[src/sv/calendar_day_rule_resolver_core_macros.svh]
// Assertion macros shared by the calendar day rule resolver RTL.
`ifndef CALENDAR_DAY_RULE_RESOLVER_CORE_MACROS_SVH
`define CALENDAR_DAY_RULE_RESOLVER_CORE_MACROS_SVH

`ifndef SYNTHESIS

`define CDR_ASSERT_IMP(label, clk, rst_n, ante, cons) \
	label: assert property (@(posedge clk) disable iff (!rst_n) (ante) |-> (cons)) \
		else $error("cdr: implication check failed");

`define CDR_ASSERT_NXT(label, clk, rst_n, ante, cons) \
	label: assert property (@(posedge clk) disable iff (!rst_n) (ante) |=> (cons)) \
		else $error("cdr: next-cycle check failed");

`else

`define CDR_ASSERT_IMP(label, clk, rst_n, ante, cons)

`define CDR_ASSERT_NXT(label, clk, rst_n, ante, cons)

`endif

`endif

[src/sv/cdr_pkg.sv]
// Shared types, codes and calendar tables for the day rule resolver.
`default_nettype none

package cdr_pkg;

	typedef enum logic [1:0] {
		OP_FIXED  = 2'd0,
		OP_LAST   = 2'd1,
		OP_AFTER  = 2'd2,
		OP_BEFORE = 2'd3
	} op_t;

	localparam logic [2:0] WD_INVALID = 3'd7;

	// floor(y / 100) = (y * RECIP_100) >> RECIP_SHIFT for y < 16384
	localparam logic [12:0] RECIP_100   = 13'd5243;
	localparam int          RECIP_SHIFT = 19;

	typedef struct packed {
		op_t         op;
		logic [13:0] year;
		logic [3:0]  month;
		logic [2:0]  target_weekday;
		logic [4:0]  day_number;
	} query_t;

	typedef struct packed {
		op_t         op;
		logic [2:0]  target_weekday;
		logic [4:0]  day;
		logic [14:0] base;
	} cal_t;

	typedef struct packed {
		op_t        op;
		logic [2:0] target_weekday;
		logic [4:0] day;
		logic [2:0] weekday;
	} wd_t;

	function automatic logic [2:0] month_offset(input logic [3:0] m);
		logic [2:0] r;
		unique case (m)
			4'd1:    r = 3'd0;
			4'd2:    r = 3'd3;
			4'd3:    r = 3'd2;
			4'd4:    r = 3'd5;
			4'd5:    r = 3'd0;
			4'd6:    r = 3'd3;
			4'd7:    r = 3'd5;
			4'd8:    r = 3'd1;
			4'd9:    r = 3'd4;
			4'd10:   r = 3'd6;
			4'd11:   r = 3'd2;
			4'd12:   r = 3'd4;
			default: r = 3'd0;
		endcase
		return r;
	endfunction

	function automatic logic [4:0] month_length(input logic [3:0] m);
		logic [4:0] r;
		unique case (m)
			4'd1, 4'd3, 4'd5, 4'd7, 4'd8, 4'd10, 4'd12: r = 5'd31;
			4'd2:    r = 5'd28;
			default: r = 5'd30;
		endcase
		return r;
	endfunction

endpackage

`default_nettype wire

[src/sv/cdr_calendar.sv]
// Stages 1-2: year quotients, leap rule, month length and weekday base sum.
`default_nettype none
`include "calendar_day_rule_resolver_core_macros.svh"

module cdr_calendar
	import cdr_pkg::*;
(
	input  wire logic   clk,
	input  wire logic   arst_n,
	input  wire logic   in_valid,
	output logic        in_ready,
	input  wire query_t in_data,
	output logic        out_valid,
	input  wire logic   out_ready,
	output cal_t        out_data
);

	logic        valid_s1;
	query_t      q_s1;
	logic [26:0] prod_s1;
	logic        valid_s2;
	cal_t        cal_s2;
	logic        ready_s2;

	logic [7:0]  q100;
	logic [14:0] hund;
	logic        rem0;
	logic        leap;
	logic        adj;
	logic [13:0] ym1;
	logic [13:0] y;
	logic [7:0]  q100a;
	logic [2:0]  off;
	logic [4:0]  len;
	cal_t        cal_d;

	assign ready_s2 = !valid_s2 || out_ready;
	assign in_ready = !valid_s1 || ready_s2;

	always_comb begin
		q100  = prod_s1[RECIP_SHIFT +: 8];
		hund  = {7'd0, q100} * 15'd100;
		rem0  = hund == {1'b0, q_s1.year};
		leap  = (q_s1.year[1:0] == 2'b00) && (!rem0 || (q100[1:0] == 2'b00));
		adj   = (q_s1.month == 4'd1) || (q_s1.month == 4'd2);
		ym1   = q_s1.year - 14'd1;
		y     = adj ? ym1 : q_s1.year;
		q100a = q100 - {7'd0, adj && rem0};
		off   = month_offset(q_s1.month);
		if (q_s1.month == 4'd2) begin
			len = leap ? 5'd29 : 5'd28;
		end else begin
			len = month_length(q_s1.month);
		end
		cal_d.op             = q_s1.op;
		cal_d.target_weekday = q_s1.target_weekday;
		cal_d.day            = (q_s1.op == OP_LAST) ? len : q_s1.day_number;
		if (adj && (q_s1.year == 14'd0)) begin
			// adjusted year -1: quotients are zero, -1 taken as 6 mod 7
			cal_d.base = 15'd6 + {12'd0, off};
		end else begin
			cal_d.base = {1'b0, y} + {3'd0, y[13:2]} - {7'd0, q100a}
				+ {9'd0, q100a[7:2]} + {12'd0, off};
		end
	end

	always_ff @(posedge clk or negedge arst_n) begin
		if (!arst_n) begin
			valid_s1 <= 1'b0;
		end else if (in_ready) begin
			valid_s1 <= in_valid;
		end
	end

	always_ff @(posedge clk) begin
		if (in_valid && in_ready) begin
			q_s1    <= in_data;
			prod_s1 <= {13'd0, in_data.year} * {14'd0, RECIP_100};
		end
	end

	always_ff @(posedge clk or negedge arst_n) begin
		if (!arst_n) begin
			valid_s2 <= 1'b0;
		end else if (ready_s2) begin
			valid_s2 <= valid_s1;
		end
	end

	always_ff @(posedge clk) begin
		if (valid_s1 && ready_s2) begin
			cal_s2 <= cal_d;
		end
	end

	assign out_valid = valid_s2;
	assign out_data  = cal_s2;

	`CDR_ASSERT_IMP(a_last_len, clk, arst_n, valid_s2 && (cal_s2.op == OP_LAST), (cal_s2.day >= 5'd28) && (cal_s2.day <= 5'd31))

endmodule

`default_nettype wire

[src/sv/cdr_weekday.sv]
// Stage 3: day sum and reduction modulo 7 to a weekday.
`default_nettype none
`include "calendar_day_rule_resolver_core_macros.svh"

module cdr_weekday
	import cdr_pkg::*;
(
	input  wire logic clk,
	input  wire logic arst_n,
	input  wire logic in_valid,
	output logic      in_ready,
	input  wire cal_t in_data,
	output logic      out_valid,
	input  wire logic out_ready,
	output wd_t       out_data
);

	logic        valid_s3;
	wd_t         wd_s3;
	logic [14:0] s;
	logic [5:0]  dsum;
	logic [3:0]  fold;
	wd_t         wd_d;

	assign in_ready = !valid_s3 || out_ready;

	// 8 = 1 mod 7: sum octal digits, then fold once more
	always_comb begin
		s    = in_data.base + {10'd0, in_data.day};
		dsum = {3'd0, s[2:0]} + {3'd0, s[5:3]} + {3'd0, s[8:6]}
			+ {3'd0, s[11:9]} + {3'd0, s[14:12]};
		fold = {1'b0, dsum[5:3]} + {1'b0, dsum[2:0]};
		wd_d.op             = in_data.op;
		wd_d.target_weekday = in_data.target_weekday;
		wd_d.day            = in_data.day;
		wd_d.weekday        = (fold >= 4'd7) ? 3'(fold - 4'd7) : fold[2:0];
	end

	always_ff @(posedge clk or negedge arst_n) begin
		if (!arst_n) begin
			valid_s3 <= 1'b0;
		end else if (in_ready) begin
			valid_s3 <= in_valid;
		end
	end

	always_ff @(posedge clk) begin
		if (in_valid && in_ready) begin
			wd_s3 <= wd_d;
		end
	end

	assign out_valid = valid_s3;
	assign out_data  = wd_s3;

	`CDR_ASSERT_IMP(a_weekday_range, clk, arst_n, valid_s3, wd_s3.weekday != 3'd7)

endmodule

`default_nettype wire

[src/sv/cdr_resolve.sv]
// Stage 4: rule selection and output register.
`default_nettype none
`include "calendar_day_rule_resolver_core_macros.svh"

module cdr_resolve
	import cdr_pkg::*;
(
	input  wire logic clk,
	input  wire logic arst_n,
	input  wire logic in_valid,
	output logic      in_ready,
	input  wire wd_t  in_data,
	output logic      out_valid,
	input  wire logic out_ready,
	output logic [6:0] out_day
);

	logic       valid_s4;
	logic [6:0] day_s4;
	logic [3:0] back4;
	logic [3:0] fwd4;
	logic [2:0] back;
	logic [2:0] fwd;
	logic [6:0] dayx;
	logic       bad_wd;
	logic [6:0] r;

	assign in_ready = !valid_s4 || out_ready;

	always_comb begin
		back4  = {1'b0, in_data.weekday} + 4'd7 - {1'b0, in_data.target_weekday};
		fwd4   = {1'b0, in_data.target_weekday} + 4'd7 - {1'b0, in_data.weekday};
		back   = (back4 >= 4'd7) ? 3'(back4 - 4'd7) : back4[2:0];
		fwd    = (fwd4 >= 4'd7) ? 3'(fwd4 - 4'd7) : fwd4[2:0];
		dayx   = {2'd0, in_data.day};
		bad_wd = in_data.target_weekday == WD_INVALID;
		unique case (in_data.op)
			OP_FIXED:  r = (in_data.day == 5'd0) ? 7'd1 : dayx;
			OP_LAST:   r = bad_wd ? 7'd1 : dayx - {4'd0, back};
			OP_AFTER:  r = (bad_wd || in_data.day == 5'd0) ? 7'd1 : dayx + {4'd0, fwd};
			OP_BEFORE: r = (bad_wd || in_data.day == 5'd0) ? 7'd1 : dayx - {4'd0, back};
			default:   r = 7'd1;
		endcase
	end

	always_ff @(posedge clk or negedge arst_n) begin
		if (!arst_n) begin
			valid_s4 <= 1'b0;
		end else if (in_ready) begin
			valid_s4 <= in_valid;
		end
	end

	always_ff @(posedge clk) begin
		if (in_valid && in_ready) begin
			day_s4 <= r;
		end
	end

	assign out_valid = valid_s4;
	assign out_day   = day_s4;

	`CDR_ASSERT_IMP(a_day_range, clk, arst_n, valid_s4, ($signed(day_s4) >= -7'sd5) && ($signed(day_s4) <= 7'sd37))

endmodule

`default_nettype wire

[src/sv/calendar_day_rule_resolver_core.sv]
// Top level of the calendar day rule resolver.
//
// Input stream s_*: one rule query per transfer, s_tdata bits from the lowest:
//   op[1:0], year[15:2], month[19:16], target_weekday[22:20], day_number[27:23].
// Output stream m_*: one resolved day per query, m_tdata[6:0] two's complement
//   day of month, m_tdata[7] zero. Results leave in query order.
// Pipeline of four register stages: year quotients via reciprocal multiply,
//   leap rule and weekday base sum, modulo-7 weekday, rule selection.
// Throughput: one query per cycle while m_tready stays high.
// Each stage holds its item while the next one is full and stalled, so a receiver stall
//   backs up stage by stage; empty stages keep taking transfers. Nothing is
//   dropped or repeated.
// Reset (arst_n low) empties all stages; m_tvalid goes low at once.
`default_nettype none
`include "calendar_day_rule_resolver_core_macros.svh"

module calendar_day_rule_resolver_core
	import cdr_pkg::*;
(
	input  wire logic        clk,
	input  wire logic        arst_n,
	input  wire logic        s_tvalid,
	output logic             s_tready,
	input  wire logic [31:0] s_tdata,   // op, year, month, target_weekday, day_number
	output logic             m_tvalid,
	input  wire logic        m_tready,
	output logic [7:0]       m_tdata    // day_of_month, zero pad
);

	query_t     query;
	logic       cal_valid;
	logic       cal_ready;
	cal_t       cal_data;
	logic       wd_valid;
	logic       wd_ready;
	wd_t        wd_data;
	logic [6:0] day;

	always_comb begin
		query.op             = op_t'(s_tdata[1:0]);
		query.year           = s_tdata[15:2];
		query.month          = s_tdata[19:16];
		query.target_weekday = s_tdata[22:20];
		query.day_number     = s_tdata[27:23];
	end

	cdr_calendar u_calendar (
		.clk       (clk),
		.arst_n    (arst_n),
		.in_valid  (s_tvalid),
		.in_ready  (s_tready),
		.in_data   (query),
		.out_valid (cal_valid),
		.out_ready (cal_ready),
		.out_data  (cal_data)
	);

	cdr_weekday u_weekday (
		.clk       (clk),
		.arst_n    (arst_n),
		.in_valid  (cal_valid),
		.in_ready  (cal_ready),
		.in_data   (cal_data),
		.out_valid (wd_valid),
		.out_ready (wd_ready),
		.out_data  (wd_data)
	);

	cdr_resolve u_resolve (
		.clk       (clk),
		.arst_n    (arst_n),
		.in_valid  (wd_valid),
		.in_ready  (wd_ready),
		.in_data   (wd_data),
		.out_valid (m_tvalid),
		.out_ready (m_tready),
		.out_day   (day)
	);

	assign m_tdata = {1'b0, day};

	`CDR_ASSERT_IMP(a_empty_out_ready, clk, arst_n, !m_tvalid, s_tready && cal_ready && wd_ready)

endmodule

`default_nettype wire
[config.mk]
export PLATFORM = sky130hd
export DESIGN_NAME = calendar_day_rule_resolver_core
export DESIGN_NICKNAME = d
export VERILOG_FILES = /design/src/sv/cdr_pkg.sv /design/src/sv/cdr_calendar.sv /design/src/sv/cdr_weekday.sv /design/src/sv/cdr_resolve.sv /design/src/sv/calendar_day_rule_resolver_core.sv
export VERILOG_INCLUDE_DIRS = /design/src /design/src/sv
export SDC_FILE = /design/constraint.sdc
export NUM_CORES = 1
export LEC_CHECK = 0
export BUFFER_PORTS_ARGS = -buffer_cell sky130_fd_sc_hd__clkbuf_2
export CORE_MARGIN = 2
export CORE_UTILIZATION = 28
export CTS_CLUSTER_DIAMETER = 50
export DETAILED_ROUTE_END_ITERATION = 6
export PLACE_DENSITY = 0.47
export SYNTH_ARGS = -nofsm -noshare
export SYNTH_HDL_FRONTEND = slang
export SYNTH_SLANG_ARGS = --single-unit
[constraint.sdc]
create_clock -name clk -period 16.7 [get_ports clk]
set_input_delay 0.835 -clock clk [delete_from_list [all_inputs] [get_ports clk]]
set_output_delay 0.835 -clock clk [all_outputs]
set_load 0.02 [all_outputs]
==> results.py <==
metrics = {
    "yosys": {
        "yosysSeqAreaShare_pct": 25.2,
        "synth_cell_type_count": 60,
        "synth_area_um2": 10500,
        "synthesis.instances": 993,
        "ys_top_cells_by_area": "ha_1, edfxtp_1, fa_1",
        "ys_seq_elements": 90,
        "synth_top_cell_area_share_pct": 25.2,
        "yosysWarnings": 0,
        "async_reset_ff_share_pct": 4.44,
        "synthTopCellsByCount": "ha_1, inv_1, fa_1",
        "syn_nets": 1331,
        "synth_ff_type": "edfxtp_1",
        "avgSynthCellArea_um2": 10.5,
        "synth-edff-count": 81,
        "synth_top_cell_by_area": "ha_1",
        "yosysMostFrequentCell": "ha_1",
    },
    "critical_path": {
        "cp_slowest_stage_delay_ns": 0.91,
        "reg2reg_to": "u_calendar.out_data[13]",
        "startpoint_type": "flip-flop",
        "crit_cells": 28,
        "reg2reg_slack_ns": 8.03,
        "worstRegToRegCells": 28,
        "crit_slowest_cell": "a2111oi_0",
        "end_kind": "flip-flop",
        "cp_data_required_time_ns": 16.81,
        "r2r_start": "u_calendar.prod_s1[20]",
        "arrival_ns": 8.78,
        "endpoint": "u_calendar.out_data[13]",
        "cp_top_family": "adder cells",
        "crit_type": "reg -> reg",
        "crit_start": "u_calendar.prod_s1[20]",
        "cp_max_fo": 6,
        "crit_buf_inv": 3,
    },
    "cts": {
        "cts_tree": "done",
        "post_cts_buffers": 0,
        "ctsResizeCount": 0,
        "clock-root-buffer": "clkbuf_16",
        "cts_buffers": 9,
        "clk_pin_slew_ns": 0.08,
        "clkLatencyLatePin_ns": 0.35,
        "cts.sinks": 90,
        "ctsHoldBuffers": 0,
        "clock_path_buffers": 2,
        "htree_num_levels": 3,
    },
    "sta": {
        "setup_violations": 0,
        "timing.fmax_mhz": 115,
        "min_period_ns": 8.67,
        "fin_tns_setup_ns": 0,
        "hold_viol": 0,
        "fin_worst_skew_ns": 0.00815,
        "grt_setup_unrepaired": "false",
        "worst_pin_slew_ns": 1.08,
        "drv_slew": 0,
        "finalCritPeriodShare_pct": 51.9,
        "slew_headroom_pct": 27.8,
    },
    "grt": {
        "grt_pass1_wl_um": 34900,
        "first_global_vias": 7266,
        "grt_max_degree": 28,
        "antenna_found_initial": 0,
        "overflow": 0,
        "grt.total_usage_pct": 11.2,
    },
    "layout": {
        "area_growth_pct": 10.2,
        "nets": 1377,
        "drive_gt1_share_pct": 6.70,
        "antennaDiodeCount": 0,
    },
    "hold_path": {
        "worstHoldPathType": "in -> async",
    },
    "placed_design": {
        "portBuffers": 40,
        "post-dp-hpwl_um": 17200,
        "gp_congestion": 0.818,
    },
    "floorplanning": {
        "num_io_pins": 46,
        "num_rows": 70,
        "die_h_um": 197,
        "die_area_um2": 38900,
        "initial_core_util_pct": 28.5,
        "core_area_um2": 36700,
        "die-width_um": 197,
    },
    "drt": {
        "drc": 0,
        "vias": 6749,
        "drt_wl_total_um": 20000,
        "viasPerCell": 4.46,
        "first_iter_violations": 198,
        "wl_per_cell_um": 13.2,
        "ant_nets": 0,
        "drtPass1Iterations": 4,
    },
    "flow_run": {
        "drv_cap": 0,
    },
    "status": {
        "status": "completed",
    },
}
-- registers in the layout, summed over array words and instances, names as in the netlist, named ones only --
name / count
u_calendar.cal_d: 5
u_calendar.off: 3
u_calendar.out_data: 25
u_calendar.out_valid: 1
u_calendar.prod_s1: 9
u_calendar.q_s1: 22
u_calendar.valid_s1: 1
u_resolve.out_day: 7
u_resolve.out_valid: 1
u_weekday.out_data: 13
u_weekday.out_valid: 1
-- logic make-up after synthesis --
logic type	synth area share, %
mux	1.12
other cells	0.0358
flops	25.2
fa+ha+maj	42.7
simple gates	7.50
buf+inv	7.67
compound gates	8.49
xor+xnor	7.37
-- metal layers --
layer  GRT usage [%]  vias up  share of wire [%]
li1                -     3441                  -
met1            13.8     3225                 45
met2            20.5       63                 51
met3            1.62       20                1.9
met4            2.53        0                1.5
met5               0        -                  0
-- worst min path at each step --
stage | to | slack (ns)
floorplan | u_calendar.out_data[20] | 0.40
global placement | u_weekday.out_data[8] | 0.40
detailed placement | u_weekday.out_data[12] | 0.40
CTS | u_resolve.out_valid | 0.27
global route | u_weekday.out_valid | 0.27
finish | u_weekday.out_valid | 0.28
-- final cells by class --
class / count / area (um^2)
clock inverters: 7 / 81.3
fillers: 3792 / 25200
multi-input cells: 693 / 7030
flip-flops and latches: 90 / 2630
well taps: 468 / 586
repair buffers: 42 / 215
clock buffers: 9 / 225
inverters: 203 / 762
-- cells in the final DEF, fill, tap and decap left out, types with 3 or more instances in the layout --
master	Yosys	final
o21ai_0	21	21
nor3_1	8	8
xnor2_1	54	54
o21a_1	7	7
nand2b_1	11	11
dfrtp_1	4	4
nand2_1	27	27
and3_1	6	6
nor2b_1	10	10
o21ai_1	3	3
a21oi_1	39	39
nor2_1	45	45
a211oi_1	5	5
o2111ai_1	3	3
o21bai_1	5	5
inv_1	203	203
clkbuf_2	0	40
xor2_1	34	34
and2_1	4	4
a21o_1	23	23
o211ai_1	3	3
dfxtp_1	5	5
ha_1	211	211
a221oi_1	3	3
or3_1	3	3
edfxtp_1	81	81
nand4_1	7	7
or4_1	4	4
mux2i_1	5	5
nor4_1	6	6
o41ai_1	3	3
clkbuf_16	0	9
fa_1	91	91
nand3_1	17	17
mux2_2	6	6
-- per-stage QoR --
stage / setup WS, ns / utilization [%] / instance area, um^2 / std cells / hold slack [ns]
3_5_place_dp: 8.04 / 30.6 / 11200 / 1496 / 0.405
5_1_grt: 7.40 / 31.4 / 11500 / 1512 / 0.270
3_3_place_gp: 8.19 / 30.6 / 11200 / 1496 / 0.403
4_1_cts: 8.04 / 31.4 / 11500 / 1512 / 0.267
2_1_floorplan: 9.27 / - / 10500 / 993 / 0.400
6_report: 8.03 / 31.4 / 11500 / 1512 / 0.279
Power is left out: the tool's default activity adds up to more than one toggle a clock period on the data nets, which glitch-free logic cannot reach.
